===== src/sv/pidaw_pkg.sv =====
package pidaw_pkg;

  // Control tick length in milliseconds
  localparam int INTERVAL_MS = 10;

  // Field widths
  localparam int LEVEL_W     = 15;
  localparam int GAIN_W      = 16;
  localparam int DRIVE_W     = 16;
  localparam int IDX_W       = 4;
  localparam int CFG_W       = 16;
  localparam int IN_TDATA_W  = ((LEVEL_W + 7) / 8) * 8;
  localparam int OUT_TDATA_W = ((DRIVE_W + 7) / 8) * 8;

  // Internal widths
  localparam int ERR_W   = LEVEL_W + 2;
  localparam int EMAG_W  = LEVEL_W + 1;
  localparam int DIFF_W  = ERR_W + 1;
  localparam int DMAG_W  = ERR_W;
  localparam int INTEG_W = 48;
  localparam int ISUM_W  = INTEG_W + 1;
  localparam int SUM_W   = INTEG_W + GAIN_W;
  localparam int FRAC_W  = 16;
  localparam int ITERM_SHIFT = 8;

  // Integral increment and difference quotient scaling
  localparam int MUL_I = 256 * INTERVAL_MS;
  localparam int DEN_I = 1000;
  localparam int MUL_D = 1000;
  localparam int DEN_D = INTERVAL_MS;

  localparam int NUM_I_W = EMAG_W + $clog2(MUL_I + 1);
  localparam int NUM_D_W = DMAG_W + $clog2(MUL_D + 1);
  localparam int NUM_W   = (NUM_I_W > NUM_D_W) ? NUM_I_W : NUM_D_W;
  localparam int DEN_MAX = (DEN_I > DEN_D) ? DEN_I : DEN_D;
  localparam int DEN_W   = $clog2(DEN_MAX + 1);
  localparam int CNT_W   = $clog2(NUM_W);

  typedef enum logic [2:0] {
    ST_IDLE,
    ST_DIV_I,
    ST_INTEG,
    ST_DIV_D,
    ST_DERIV,
    ST_MUL,
    ST_ADD,
    ST_CLAMP
  } state_t;

  typedef enum logic [1:0] {
    TERM_P,
    TERM_I,
    TERM_D
  } term_t;

  typedef enum logic [IDX_W-1:0] {
    REG_TARGET_LEVEL = 4'd0,
    REG_PROP_GAIN    = 4'd1,
    REG_INTEG_GAIN   = 4'd2,
    REG_DERIV_GAIN   = 4'd3,
    REG_DRIVE_MIN    = 4'd4,
    REG_DRIVE_MAX    = 4'd5,
    REG_ENTER_BAND   = 4'd6,
    REG_EXIT_BAND    = 4'd7
  } reg_index_t;

endpackage


===== src/sv/pid_antiwindup_hysteresis.sv =====
// PID light controller with conditional-integration anti-windup and an
// on-target hysteresis flag.
// Input stream (s_axis_*): one filtered light sample per control tick.
// Output stream (m_axis_*): one word per sample, the clamped drive level in
// tdata and the on-target flag in tuser.
// Configuration channel (cfg_*): register index and data, always ready;
// write only while no sample is in work. Unknown indexes are ignored.
// From sample accepted to result valid, the serial divider first works out
// the integral increment and then the difference quotient; the serial
// multiplier then forms each of the three gain terms, each followed by an
// accumulate step. One sample is in work at a time; the next is taken in
// the idle state that follows the registering of the result.
// The result sits in an output register: if the receiver stalls, the next
// sample is still taken and worked on, and only its final step waits for
// the register to empty.
// Reset (rst, synchronous): registers return to their defaults, integral,
// previous error and on-target flag clear, no result is pending.
module pid_antiwindup_hysteresis (
  input  logic                                 clk,
  input  logic                                 rst,
  input  logic                                 s_axis_tvalid,
  output logic                                 s_axis_tready,
  input  logic [pidaw_pkg::IN_TDATA_W-1:0]     s_axis_tdata,   // [14:0] light_level
  output logic                                 m_axis_tvalid,
  input  logic                                 m_axis_tready,
  output logic [pidaw_pkg::OUT_TDATA_W-1:0]    m_axis_tdata,   // [15:0] drive_level
  output logic                                 m_axis_tuser,   // [0] on_target
  input  logic                                 cfg_valid,
  output logic                                 cfg_ready,
  input  logic [pidaw_pkg::IDX_W-1:0]          cfg_index,
  input  logic [pidaw_pkg::CFG_W-1:0]          cfg_data
);
  import pidaw_pkg::*;

  // Configuration registers
  logic [LEVEL_W-1:0] target_level;
  logic [GAIN_W-1:0]  prop_gain;
  logic [GAIN_W-1:0]  integ_gain;
  logic [GAIN_W-1:0]  deriv_gain;
  logic [DRIVE_W-1:0] drive_min;
  logic [DRIVE_W-1:0] drive_max;
  logic [LEVEL_W-1:0] enter_band;
  logic [LEVEL_W-1:0] exit_band;

  // Controller state
  logic signed [INTEG_W-1:0] integral_sum;
  logic signed [ERR_W-1:0]   previous_error;
  logic                      within_set;

  // Sequencer and working registers
  state_t                    state;
  state_t                    state_next;
  term_t                     term;
  logic [CNT_W-1:0]          cnt;
  logic signed [ERR_W-1:0]   err;
  logic                      d_neg;
  logic signed [INTEG_W-1:0] integ_new;
  logic [NUM_W-1:0]          num;
  logic [DEN_W-1:0]          rem;
  logic [INTEG_W-1:0]        mc;
  logic [INTEG_W-1:0]        mp_hi;
  logic [GAIN_W-1:0]         mp_lo;
  logic signed [SUM_W-1:0]   sum;
  logic [DRIVE_W-1:0]        out_drive;
  logic                      out_on;

  // Combinational values
  logic                      accept;
  logic                      out_load;
  logic                      last;
  logic signed [ERR_W-1:0]   err_in;
  logic [EMAG_W-1:0]         err_in_mag;
  logic [EMAG_W-1:0]         err_mag;
  logic signed [DIFF_W-1:0]  diff;
  logic [DMAG_W-1:0]         diff_mag;
  logic [DEN_W:0]            rem_sh;
  logic [DEN_W:0]            den_sel;
  logic [DEN_W:0]            rem_sub;
  logic                      q_bit;
  logic [DEN_W-1:0]          rem_next;
  logic signed [ISUM_W-1:0]  inc;
  logic signed [ISUM_W-1:0]  isum;
  logic signed [INTEG_W-1:0] integ_sat;
  logic [INTEG_W-1:0]        integ_mag;
  logic [INTEG_W:0]          mul_add;
  logic [SUM_W-1:0]          product;
  logic [SUM_W-1:0]          term_mag;
  logic                      term_neg;
  logic signed [SUM_W-1:0]   sum_next;
  logic signed [SUM_W-1:0]   hi_lim;
  logic signed [SUM_W-1:0]   lo_lim;
  logic                      above;
  logic                      below;
  logic [DRIVE_W-1:0]        drive_raw;
  logic [DRIVE_W-1:0]        drive_lo;
  logic [DRIVE_W-1:0]        drive_out;
  logic                      err_pos;
  logic                      undo;
  logic                      on_next;

  assign cfg_ready     = 1'b1;
  assign m_axis_tdata  = OUT_TDATA_W'(out_drive);
  assign m_axis_tuser  = out_on;
  assign accept        = s_axis_tvalid && s_axis_tready;
  assign last          = (cnt == '0);

  // Sequencer: next state
  always_comb begin
    state_next = state;
    unique case (state)
      ST_IDLE:  if (s_axis_tvalid) state_next = ST_DIV_I;
      ST_DIV_I: if (last) state_next = ST_INTEG;
      ST_INTEG: state_next = ST_DIV_D;
      ST_DIV_D: if (last) state_next = ST_DERIV;
      ST_DERIV: state_next = ST_MUL;
      ST_MUL:   if (last) state_next = ST_ADD;
      ST_ADD:   state_next = (term == TERM_D) ? ST_CLAMP : ST_MUL;
      ST_CLAMP: if (!m_axis_tvalid || m_axis_tready) state_next = ST_IDLE;
    endcase
  end

  // Sequencer: outputs
  always_comb begin
    s_axis_tready = (state == ST_IDLE);
    out_load      = (state == ST_CLAMP) && (!m_axis_tvalid || m_axis_tready);
  end

  always_ff @(posedge clk) begin
    if (rst) begin
      state <= ST_IDLE;
    end else begin
      state <= state_next;
    end
  end

  // Error and difference against the previous error
  assign err_in     = ERR_W'(target_level) - ERR_W'(s_axis_tdata[LEVEL_W-1:0]);
  assign err_in_mag = err_in[ERR_W-1] ? EMAG_W'(-err_in) : EMAG_W'(err_in);
  assign err_mag    = err[ERR_W-1] ? EMAG_W'(-err) : EMAG_W'(err);
  assign diff       = {err[ERR_W-1], err} - {previous_error[ERR_W-1], previous_error};
  assign diff_mag   = diff[DIFF_W-1] ? DMAG_W'(-diff) : DMAG_W'(diff);

  // Restoring divider step, one quotient bit a cycle
  assign rem_sh   = {rem, num[NUM_W-1]};
  assign den_sel  = (state == ST_DIV_I) ? (DEN_W+1)'(DEN_I) : (DEN_W+1)'(DEN_D);
  assign q_bit    = (rem_sh >= den_sel);
  assign rem_sub  = rem_sh - den_sel;
  assign rem_next = q_bit ? rem_sub[DEN_W-1:0] : rem_sh[DEN_W-1:0];

  // Saturating integral update
  assign inc  = err[ERR_W-1] ? -ISUM_W'(num) : ISUM_W'(num);
  assign isum = {integral_sum[INTEG_W-1], integral_sum} + inc;
  always_comb begin
    if (isum[ISUM_W-1] != isum[ISUM_W-2]) begin
      integ_sat = isum[ISUM_W-1] ? {1'b1, {(INTEG_W-1){1'b0}}}
                                 : {1'b0, {(INTEG_W-1){1'b1}}};
    end else begin
      integ_sat = isum[INTEG_W-1:0];
    end
  end
  assign integ_mag = integ_new[INTEG_W-1] ? INTEG_W'(-integ_new) : INTEG_W'(integ_new);

  // Shift-add multiplier step, one gain bit a cycle
  assign mul_add = {1'b0, mp_hi} + (mp_lo[0] ? {1'b0, mc} : '0);
  assign product = {mp_hi, mp_lo};

  // Signed accumulation of the finished term
  always_comb begin
    term_mag = product;
    term_neg = 1'b0;
    case (term)
      TERM_P: term_neg = err[ERR_W-1];
      TERM_I: begin
        term_mag = product >> ITERM_SHIFT;
        term_neg = integ_new[INTEG_W-1];
      end
      TERM_D: term_neg = d_neg;
      default: term_neg = 1'b0;
    endcase
  end
  assign sum_next = term_neg ? (sum - term_mag) : (sum + term_mag);

  // Clamp, anti-windup decision and hysteresis
  assign hi_lim  = {{(SUM_W-DRIVE_W-FRAC_W){1'b0}}, drive_max, {FRAC_W{1'b0}}};
  assign lo_lim  = {{(SUM_W-DRIVE_W-FRAC_W){1'b0}}, drive_min, {FRAC_W{1'b0}}};
  assign above   = (sum > hi_lim);
  assign below   = (sum < lo_lim);
  always_comb begin
    priority if (above) drive_raw = drive_max;
    else if (below)     drive_raw = drive_min;
    else                drive_raw = sum[FRAC_W +: DRIVE_W];
  end
  assign drive_lo  = (drive_raw < drive_min) ? drive_min : drive_raw;
  assign drive_out = (drive_lo > drive_max) ? drive_max : drive_lo;
  assign err_pos   = !err[ERR_W-1] && (err != '0);
  assign undo      = (above && err_pos) || (below && err[ERR_W-1]);
  assign on_next   = within_set ? (err_mag <= EMAG_W'(exit_band))
                                : (err_mag <= EMAG_W'(enter_band));

  // Step counter and term select
  always_ff @(posedge clk) begin
    if (rst) begin
      cnt  <= '0;
      term <= TERM_P;
    end else begin
      unique case (state)
        ST_IDLE:  if (accept) cnt <= CNT_W'(NUM_W - 1);
        ST_DIV_I, ST_DIV_D, ST_MUL: cnt <= cnt - 1'b1;
        ST_INTEG: cnt <= CNT_W'(NUM_W - 1);
        ST_DERIV: begin
          cnt  <= CNT_W'(GAIN_W - 1);
          term <= TERM_P;
        end
        ST_ADD: begin
          cnt <= CNT_W'(GAIN_W - 1);
          if (term == TERM_P) term <= TERM_I;
          else if (term == TERM_I) term <= TERM_D;
        end
        ST_CLAMP: cnt <= cnt;
      endcase
    end
  end

  // Working datapath
  always_ff @(posedge clk) begin
    unique case (state)
      ST_IDLE: begin
        if (accept) begin
          err <= err_in;
          num <= NUM_W'(err_in_mag) * NUM_W'(MUL_I);
          rem <= '0;
        end
      end
      ST_DIV_I, ST_DIV_D: begin
        num <= {num[NUM_W-2:0], q_bit};
        rem <= rem_next;
      end
      ST_INTEG: begin
        integ_new <= integ_sat;
        d_neg     <= diff[DIFF_W-1];
        num       <= NUM_W'(diff_mag) * NUM_W'(MUL_D);
        rem       <= '0;
      end
      ST_DERIV: begin
        mc    <= INTEG_W'(err_mag);
        mp_hi <= '0;
        mp_lo <= prop_gain;
        sum   <= '0;
      end
      ST_MUL: begin
        mp_hi <= mul_add[INTEG_W:1];
        mp_lo <= {mul_add[0], mp_lo[GAIN_W-1:1]};
      end
      ST_ADD: begin
        sum   <= sum_next;
        mp_hi <= '0;
        if (term == TERM_P) begin
          mc    <= integ_mag;
          mp_lo <= integ_gain;
        end else begin
          mc    <= INTEG_W'(num);
          mp_lo <= deriv_gain;
        end
      end
      ST_CLAMP: sum <= sum;
    endcase
  end

  // Commit controller state with the result
  always_ff @(posedge clk) begin
    if (rst) begin
      integral_sum   <= '0;
      previous_error <= '0;
      within_set     <= 1'b0;
    end else if (out_load) begin
      integral_sum   <= undo ? integral_sum : integ_new;
      previous_error <= err;
      within_set     <= on_next;
    end
  end

  // Output register: hold the word until the receiver takes it
  always_ff @(posedge clk) begin
    if (rst) begin
      m_axis_tvalid <= 1'b0;
    end else if (out_load) begin
      m_axis_tvalid <= 1'b1;
    end else if (m_axis_tready) begin
      m_axis_tvalid <= 1'b0;
    end
  end

  always_ff @(posedge clk) begin
    if (out_load) begin
      out_drive <= drive_out;
      out_on    <= on_next;
    end
  end

  // Configuration writes
  always_ff @(posedge clk) begin
    if (rst) begin
      target_level <= 15'd12800;
      prop_gain    <= 16'd256;
      integ_gain   <= 16'd0;
      deriv_gain   <= 16'd0;
      drive_min    <= 16'd0;
      drive_max    <= 16'd8191;
      enter_band   <= 15'd256;
      exit_band    <= 15'd512;
    end else if (cfg_valid && cfg_ready) begin
      unique case (reg_index_t'(cfg_index))
        REG_TARGET_LEVEL: target_level <= cfg_data[LEVEL_W-1:0];
        REG_PROP_GAIN:    prop_gain    <= cfg_data[GAIN_W-1:0];
        REG_INTEG_GAIN:   integ_gain   <= cfg_data[GAIN_W-1:0];
        REG_DERIV_GAIN:   deriv_gain   <= cfg_data[GAIN_W-1:0];
        REG_DRIVE_MIN:    drive_min    <= cfg_data[DRIVE_W-1:0];
        REG_DRIVE_MAX:    drive_max    <= cfg_data[DRIVE_W-1:0];
        REG_ENTER_BAND:   enter_band   <= cfg_data[LEVEL_W-1:0];
        REG_EXIT_BAND:    exit_band    <= cfg_data[LEVEL_W-1:0];
        default: ;
      endcase
    end
  end

endmodule


===== config.mk =====
export PLATFORM = sky130hd
export DESIGN_NAME = pid_antiwindup_hysteresis
export DESIGN_NICKNAME = d
export VERILOG_FILES = /design/src/sv/pidaw_pkg.sv /design/src/sv/pid_antiwindup_hysteresis.sv
export SDC_FILE = /design/constraint.sdc
export NUM_CORES = 2
export LEC_CHECK = 0
export BUFFER_PORTS_ARGS = -buffer_cell sky130_fd_sc_hd__buf_2
export CORE_MARGIN = 3
export CORE_UTILIZATION = 45
export CTS_CLUSTER_DIAMETER = 40
export DETAILED_ROUTE_END_ITERATION = 8
export GPL_TIMING_DRIVEN = 0
export HOLD_SLACK_MARGIN = 0.08
export PLACE_DENSITY = 0.57
export SLEW_MARGIN = 25
export SYNTH_ARGS = -nofsm -noshare
export SYNTH_HDL_FRONTEND = slang
export SYNTH_SLANG_ARGS = --single-unit
export TNS_END_PERCENT = 5

===== constraint.sdc =====
create_clock -name clk -period 15 [get_ports clk]
set_input_delay 1.5 -clock clk [delete_from_list [all_inputs] [get_ports clk]]
set_output_delay 1.5 -clock clk [all_outputs]
set_load 0.02 [all_outputs]

==> After elaboration in Yosys (flattened, before gate mapping) <==
Cells that the tools add are included.
{ "totals": {"regBits": 497, "inputBits": 41, "output_inout_bits": 20, "wordCells": 152} }
{ "classes": {"addsub": 13, "multipliers": 2, "magnitude_cmp": 7, "eq_ne": 24, "mux": 42, "bitwise": 2, "reduce_logical": 36} }
{ "op_table": {"columns": ["op", "count"], "rows": [
  ["48-bit two-way mux", 5],
  ["48-bit case mux with 2 select lines", 2],
  ["64-bit two-way mux", 2],
  ["64-bit case mux with 2 select lines", 1],
  ["16-bit two-way mux", 7],
  ["28-bit case mux with 3 select lines", 1],
  ["64-bit adder", 1],
  ["64-bit by 33-bit > comparator with 1-bit output", 1],
  ["64-bit by 33-bit less-than comparator with 1-bit output", 1],
  ["64-bit subtractor", 1],
  ["48-bit by 48-bit adder with 49-bit output", 1],
  ["49-bit adder", 1],
  ["49-bit two-way mux", 1],
  ["28-bit negation with 49-bit output", 1],
  ["48-bit negation", 1],
  ["16-bit case mux with 3 select lines", 1],
  ["16-bit by 15-bit less-or-equal comparator with 1-bit output", 2],
  ["16-bit negation", 2],
  ["10-bit two-way mux", 3],
  ["10-bit case mux with 3 select lines", 1],
  ["28-bit two-way mux", 1],
  ["2-bit AND reduction", 13],
  ["17-bit by 7-bit multiplier with 24-bit output, second input constant", 1],
  ["3-bit case mux with 8 select lines", 1],
  ["43 further kinds", 74]
]} }

==> Longest topological paths before layout <==
{ "logic_depth": {"ltp_word": 7, "depth_mapped": 35, "depth_no_buf": 31} }

==> Least setup slack after synthesis <==
Ideal clock, no wire load.
{ "synth_path": {"path_kind": "register to register", "start": "register err[0]", "end": "register num[26], data pin", "arrival_ns": 7.225, "t_required_ns": 14.734, "setup_slack_ns": 7.508, "path_stages_with_launch": 30, "n_path_buf": 0, "period_less_slack_ns": 7.492, "path_cell_list": "edfxtp_1 > inv_1 > ha_1 > fa_1 > nand2b_1 > a21oi_1 > o21ai_0 > a2bb2oi_1 > a32oi_1 > a2111o_1 > or3_1 > o31a_1 > xnor2_1 > inv_1 > ha_1 > inv_1 > fa_1 > fa_1 > fa_1 > inv_1 > ha_1 > a21o_1 > nor3_1 > a31oi_1 > a31o_2 > and4_1 > o31ai_1 > nand3_1 > a32oi_1 > o21ai_0"} }
{ "synth_between": {"elab_chain_len": 5} }
{ "synth_rtl": {"columns": ["element", "line_no", "text"], "rows": [
  ["from (decl)", "pid_antiwindup_hysteresis.sv:55", "logic signed [ERR_W-1:0] err;"],
  ["from (signal assigned)", "pid_antiwindup_hysteresis.sv:229", "err <= err_in;"],
  ["16-bit by 16-bit subtractor with 17-bit output (*)", "pid_antiwindup_hysteresis.sv:140", "assign diff = {err[ERR_W-1], err} - {previous_error[ERR_W-1], previous_error};"],
  ["17-bit negation", "pid_antiwindup_hysteresis.sv:141", "assign diff_mag = diff[DIFF_W-1] ? DMAG_W'(-diff) : DMAG_W'(diff);"],
  ["17-bit two-way mux (*)", "pid_antiwindup_hysteresis.sv:141", null],
  ["17-bit by 7-bit multiplier with 24-bit output (*)", "pid_antiwindup_hysteresis.sv:241", "num <= NUM_W'(diff_mag) * NUM_W'(MUL_D);"],
  ["28-bit case mux with 3 select lines (*)", "pid_antiwindup_hysteresis.sv:226", "unique case (state)"],
  ["to (signal assigned)", "pid_antiwindup_hysteresis.sv:230", "num <= NUM_W'(err_in_mag) * NUM_W'(MUL_I);"],
  ["to (signal assigned)", "pid_antiwindup_hysteresis.sv:235", "num <= {num[NUM_W-2:0], q_bit};"],
  ["to (signal assigned)", "pid_antiwindup_hysteresis.sv:241", null],
  ["to (decl)", "pid_antiwindup_hysteresis.sv:58", "logic [NUM_W-1:0] num;"]
]} }
Every way passes the cells marked *; elsewhere a longest branch is shown, timed or not.
A chain may end at the register's enable or synchronous reset.

==> Worst setup path in the final report <==
{ "layout_path": {"start": "register term[0]", "end": "register sum[63], data pin"} }
{ "layout_between": {"elab_chain_len": 5} }
{ "layout_rtl": {"columns": ["element", "line_no", "text"], "rows": [
  ["from (decl)", "pid_antiwindup_hysteresis.sv:53", "term_t term;"],
  ["from (signal assigned)", "pid_antiwindup_hysteresis.sv:204", "term <= TERM_P;"],
  ["from (signal assigned)", "pid_antiwindup_hysteresis.sv:212", "term <= TERM_P;"],
  ["from (signal assigned)", "pid_antiwindup_hysteresis.sv:216", "if (term == TERM_P) term <= TERM_I;"],
  ["2-bit by 1-bit equality test with 1-bit output", "pid_antiwindup_hysteresis.sv:171", "case (term)"],
  ["64-bit two-way mux", "pid_antiwindup_hysteresis.sv:171", null],
  ["64-bit adder / 64-bit subtractor (equally long branches)", "pid_antiwindup_hysteresis.sv:181", "assign sum_next = term_neg ? (sum - term_mag) : (sum + term_mag);"],
  ["64-bit two-way mux (*)", "pid_antiwindup_hysteresis.sv:181", null],
  ["64-bit case mux with 2 select lines (*)", "pid_antiwindup_hysteresis.sv:226", null],
  ["to (signal assigned)", "pid_antiwindup_hysteresis.sv:255", "sum <= sum_next;"],
  ["to (signal assigned)", "pid_antiwindup_hysteresis.sv:265", "ST_CLAMP: sum <= sum;"],
  ["to (decl)", "pid_antiwindup_hysteresis.sv:63", "logic signed [SUM_W-1:0] sum;"]
]} }
Marks and branches as above.

==> impl_metrics.json <==
{
  "outcome": "complete, no violations",
  "min_period_ns": 9.81,
  "syn_area_um2": 40800,
  "htreeDepth": 3,
  "dp_hpwl_mm": 98.8,
  "cts_tree": "built",
  "gp_congestion": 0.918,
  "start_util_pct": 45.7,
  "drt-total-wl_mm": 127,
  "cts_resized": 0,
  "antenna_found_initial": 1,
  "clk_pin_slew_worst_paths_ns": 0.06,
  "synth_seq_area_share_pct": 31.7,
  "clock_path_buffers": 3,
  "ys_ff_latch": 497,
  "grt_pass1_wl_mm": 197,
  "syn_avg_cell_area_um2": 8.51,
  "drv_cap": 0,
  "reg2reg_setup_slack_ns": 5.19,
  "insertion_delay_ns": 0.67,
  "grt_max_degree": 45,
  "first_pass_iters": 5,
  "rsz0062_at_grt": "false",
  "overflow": 0,
  "worst-path-buf-inv": 10,
  "die_h_um": 307,
  "wl_per_cell_um": 20.4,
  "crit_arrival_ns": 10.22,
  "synth_area_leader_cell": "edfxtp_1",
  "nNetsFinal": 5403,
  "die_w_um": 307,
  "crit_family": "buffers and inverters",
  "cp_common_cell": "clkbuf_1",
  "first_global_vias": 34400,
  "timing.fmax_ghz": 0.102,
  "ir_drop_uv": 534,
  "cts_hold_buf": 0,
  "synth_async_sr_flop_share_pct": 0,
  "synth_edf_count": 296,
  "vias_per_cell": 5.73,
  "worstHoldPathType": "flip-flop to flip-flop",
  "power_leakage_nw": 18.6,
  "drc": 0,
  "critPathMaxStageDelay_ns": 0.74,
  "final_cell_area_um2": 46000,
  "power_density_nw_per_um2": 173,
  "maxSlewViolCount": 0,
  "place_inst": 6009,
  "num_antenna_cells": 0,
  "drt_iter0_markers": 2574,
  "antenna_left": 0,
  "place_area_um2": 42700,
  "crit_slowest_cell": "a2111oi_0",
  "coreArea_um2": 89200,
  "port-buffer-count": 42,
  "mostFrequentLayoutCells": "582 x nand2_1, 440 x a21oi_1, 429 x nor2_1, 370 x ha_1, 296 x edfxtp_1",
  "synth_flop_cell": "edfxtp_1",
  "finalNonFillerCells": 6187,
  "startpoint_type": "flip-flop",
  "worstPathRequired_ns": 15.41,
  "clock-root-buffer": "clkbuf_16",
  "synthDominantCellAreaShare_pct": 21.8,
  "final_common_cell": "nand2_1",
  "track_usage_pct": 26.6,
  "netlist_top_cells_area": "edfxtp_1 22%, ha_1 11%, dfxtp_1 9.9%, a21oi_1 5.4%, nand2_1 5.4%",
  "fill_cells": 8575,
  "tightest_slew_ns": 1.04,
  "drive_gt1_share_pct": 6.39,
  "post_cts_buffers": 0,
  "rows": 109,
  "relSlewSlack_pct": 30.2,
  "hold_viol_final": 0,
  "cp_max_fo": 10,
  "synth_nets": 5257,
  "ys_warn_count": 0,
  "synthCells": 4794,
  "skew_ns": 0.0400,
  "end_kind": "flip-flop",
  "die_area_um2": 94300,
  "numCtsBuffers": 94,
  "num_vias": 35400,
  "crit_type": "flip-flop to flip-flop",
  "setup_tns_ns": 0,
  "synth_cell_types": 91,
  "ios": 61,
  "clkSinkCount": 497,
  "holdWs_ns": 0.452,
  "fin_crit_sh_pct": 65.4,
  "synthToLayoutAreaGrowth_pct": 12.8,
  "finalSetupViolCount": 0
}
-- Yosys cell counts (122+ instances only) --
| master | number |
|---|---|
| xnor2_1 | 202 |
| mux2i_1 | 122 |
| clkbuf_1 | 198 |
| inv_1 | 243 |
| nor2_1 | 430 |
| edfxtp_1 | 296 |
| xor2_1 | 171 |
| o21ai_0 | 252 |
| a21oi_1 | 441 |
| a21o_1 | 123 |
| dfxtp_1 | 201 |
| ha_1 | 370 |
| nand2_1 | 582 |
-- kinds of logic (layout without fill, tap and decap cells) --
group | after synthesis | count (layout) | share of synthesized area (%)
buffers and inverters | 472 | 700 | 4.40
adders and majority gates | 432 | 432 | 14.1
and+or+nand+nor | 1578 | 1578 | 18.0
other | 1 | 1 | 0.00919
DFF | 497 | 497 | 31.7
AOI/OAI and AO/OA | 1281 | 1281 | 19.8
xor gates and xnor gates | 375 | 375 | 8.09
muxes | 158 | 158 | 3.99
-- worst paths after layout --
kind	depth (start not counted)	end	start
max reg2reg	28	sum[63]	term[0]
max	28	sum[63]	term[0]
min	2	deriv_gain[14]	deriv_gain[14]
min reg2reg	2	deriv_gain[14]	deriv_gain[14]
-- per-stage QoR --
| stage | worst slack [ns] | utilization (%) | total power [mW] |
|---|---|---|---|
| after floorplan | 7.51 | - | 4.78 |
| after global placement | 4.57 | 47.6 | 5.70 |
| after detailed placement | 5.23 | 47.8 | 5.73 |
| after CTS | 5.19 | 51.6 | 7.98 |
| after global routing | 4.57 | 51.6 | 8.64 |
| final | 5.19 | 51.6 | 7.94 |
-- layer usage --
| metal | part of all wire [%] | routed length (um) | global-route usage (%) | vias to the layer above |
|---|---|---|---|---|
| li1 | - | - | - | 17600 |
| met1 | 46 | 58500 | 36.2 | 16700 |
| met2 | 46 | 57600 | 43.5 | 885 |
| met3 | 4.6 | 5800 | 3.36 | 248 |
| met4 | 3.6 | 4570 | 9.38 | 0 |
| met5 | 0 | 0 | 0 | - |
-- worst min-delay path, delay by kind of cell, from the launching register on --
kind | cells | cell delay (ns)
flip-flops | 1 | 0.30
AO/OA/AOI/OAI | 1 | 0.05
AND/OR/NAND/NOR | 1 | 0.05
-- area by class of cell --
type / count / area [um2] / area share [%]
plain buffers: 227 / 878 / 1.91
clock buffers: 117 / 2650 / 5.76
clock inverters: 61 / 677 / 1.47
inverters: 245 / 922 / 2.00
multi-input cells: 3825 / 26100 / 56.8
flip-flops and latches: 497 / 12900 / 28.1
well taps: 1165 / 1460 / 3.17
repair buffers: 50 / 385 / 0.838
-- flip-flops by register name (all words and copies together), names as in the netlist, 16 cells and up --
signal	cells
mp_lo	16
drive_min	16
err	16
sum	64
integ_gain	16
prop_gain	16
num	28
drive_max	16
mc	48
deriv_gain	16
previous_error	16
m_axis_tdata	16
integ_new	48
mp_hi	48
integral_sum	48
-- report_power, final --
part           switching, mW  total, mW  internal (mW)  leakage (nW)
combinational           2.37       4.09           1.72          12.6
clock                  0.789       2.20           1.41          1.61
sequential             0.116       1.65           1.54          4.41
total                   3.28       7.94           4.66          18.6
Note: power is estimated with default switching activity, not from simulation.
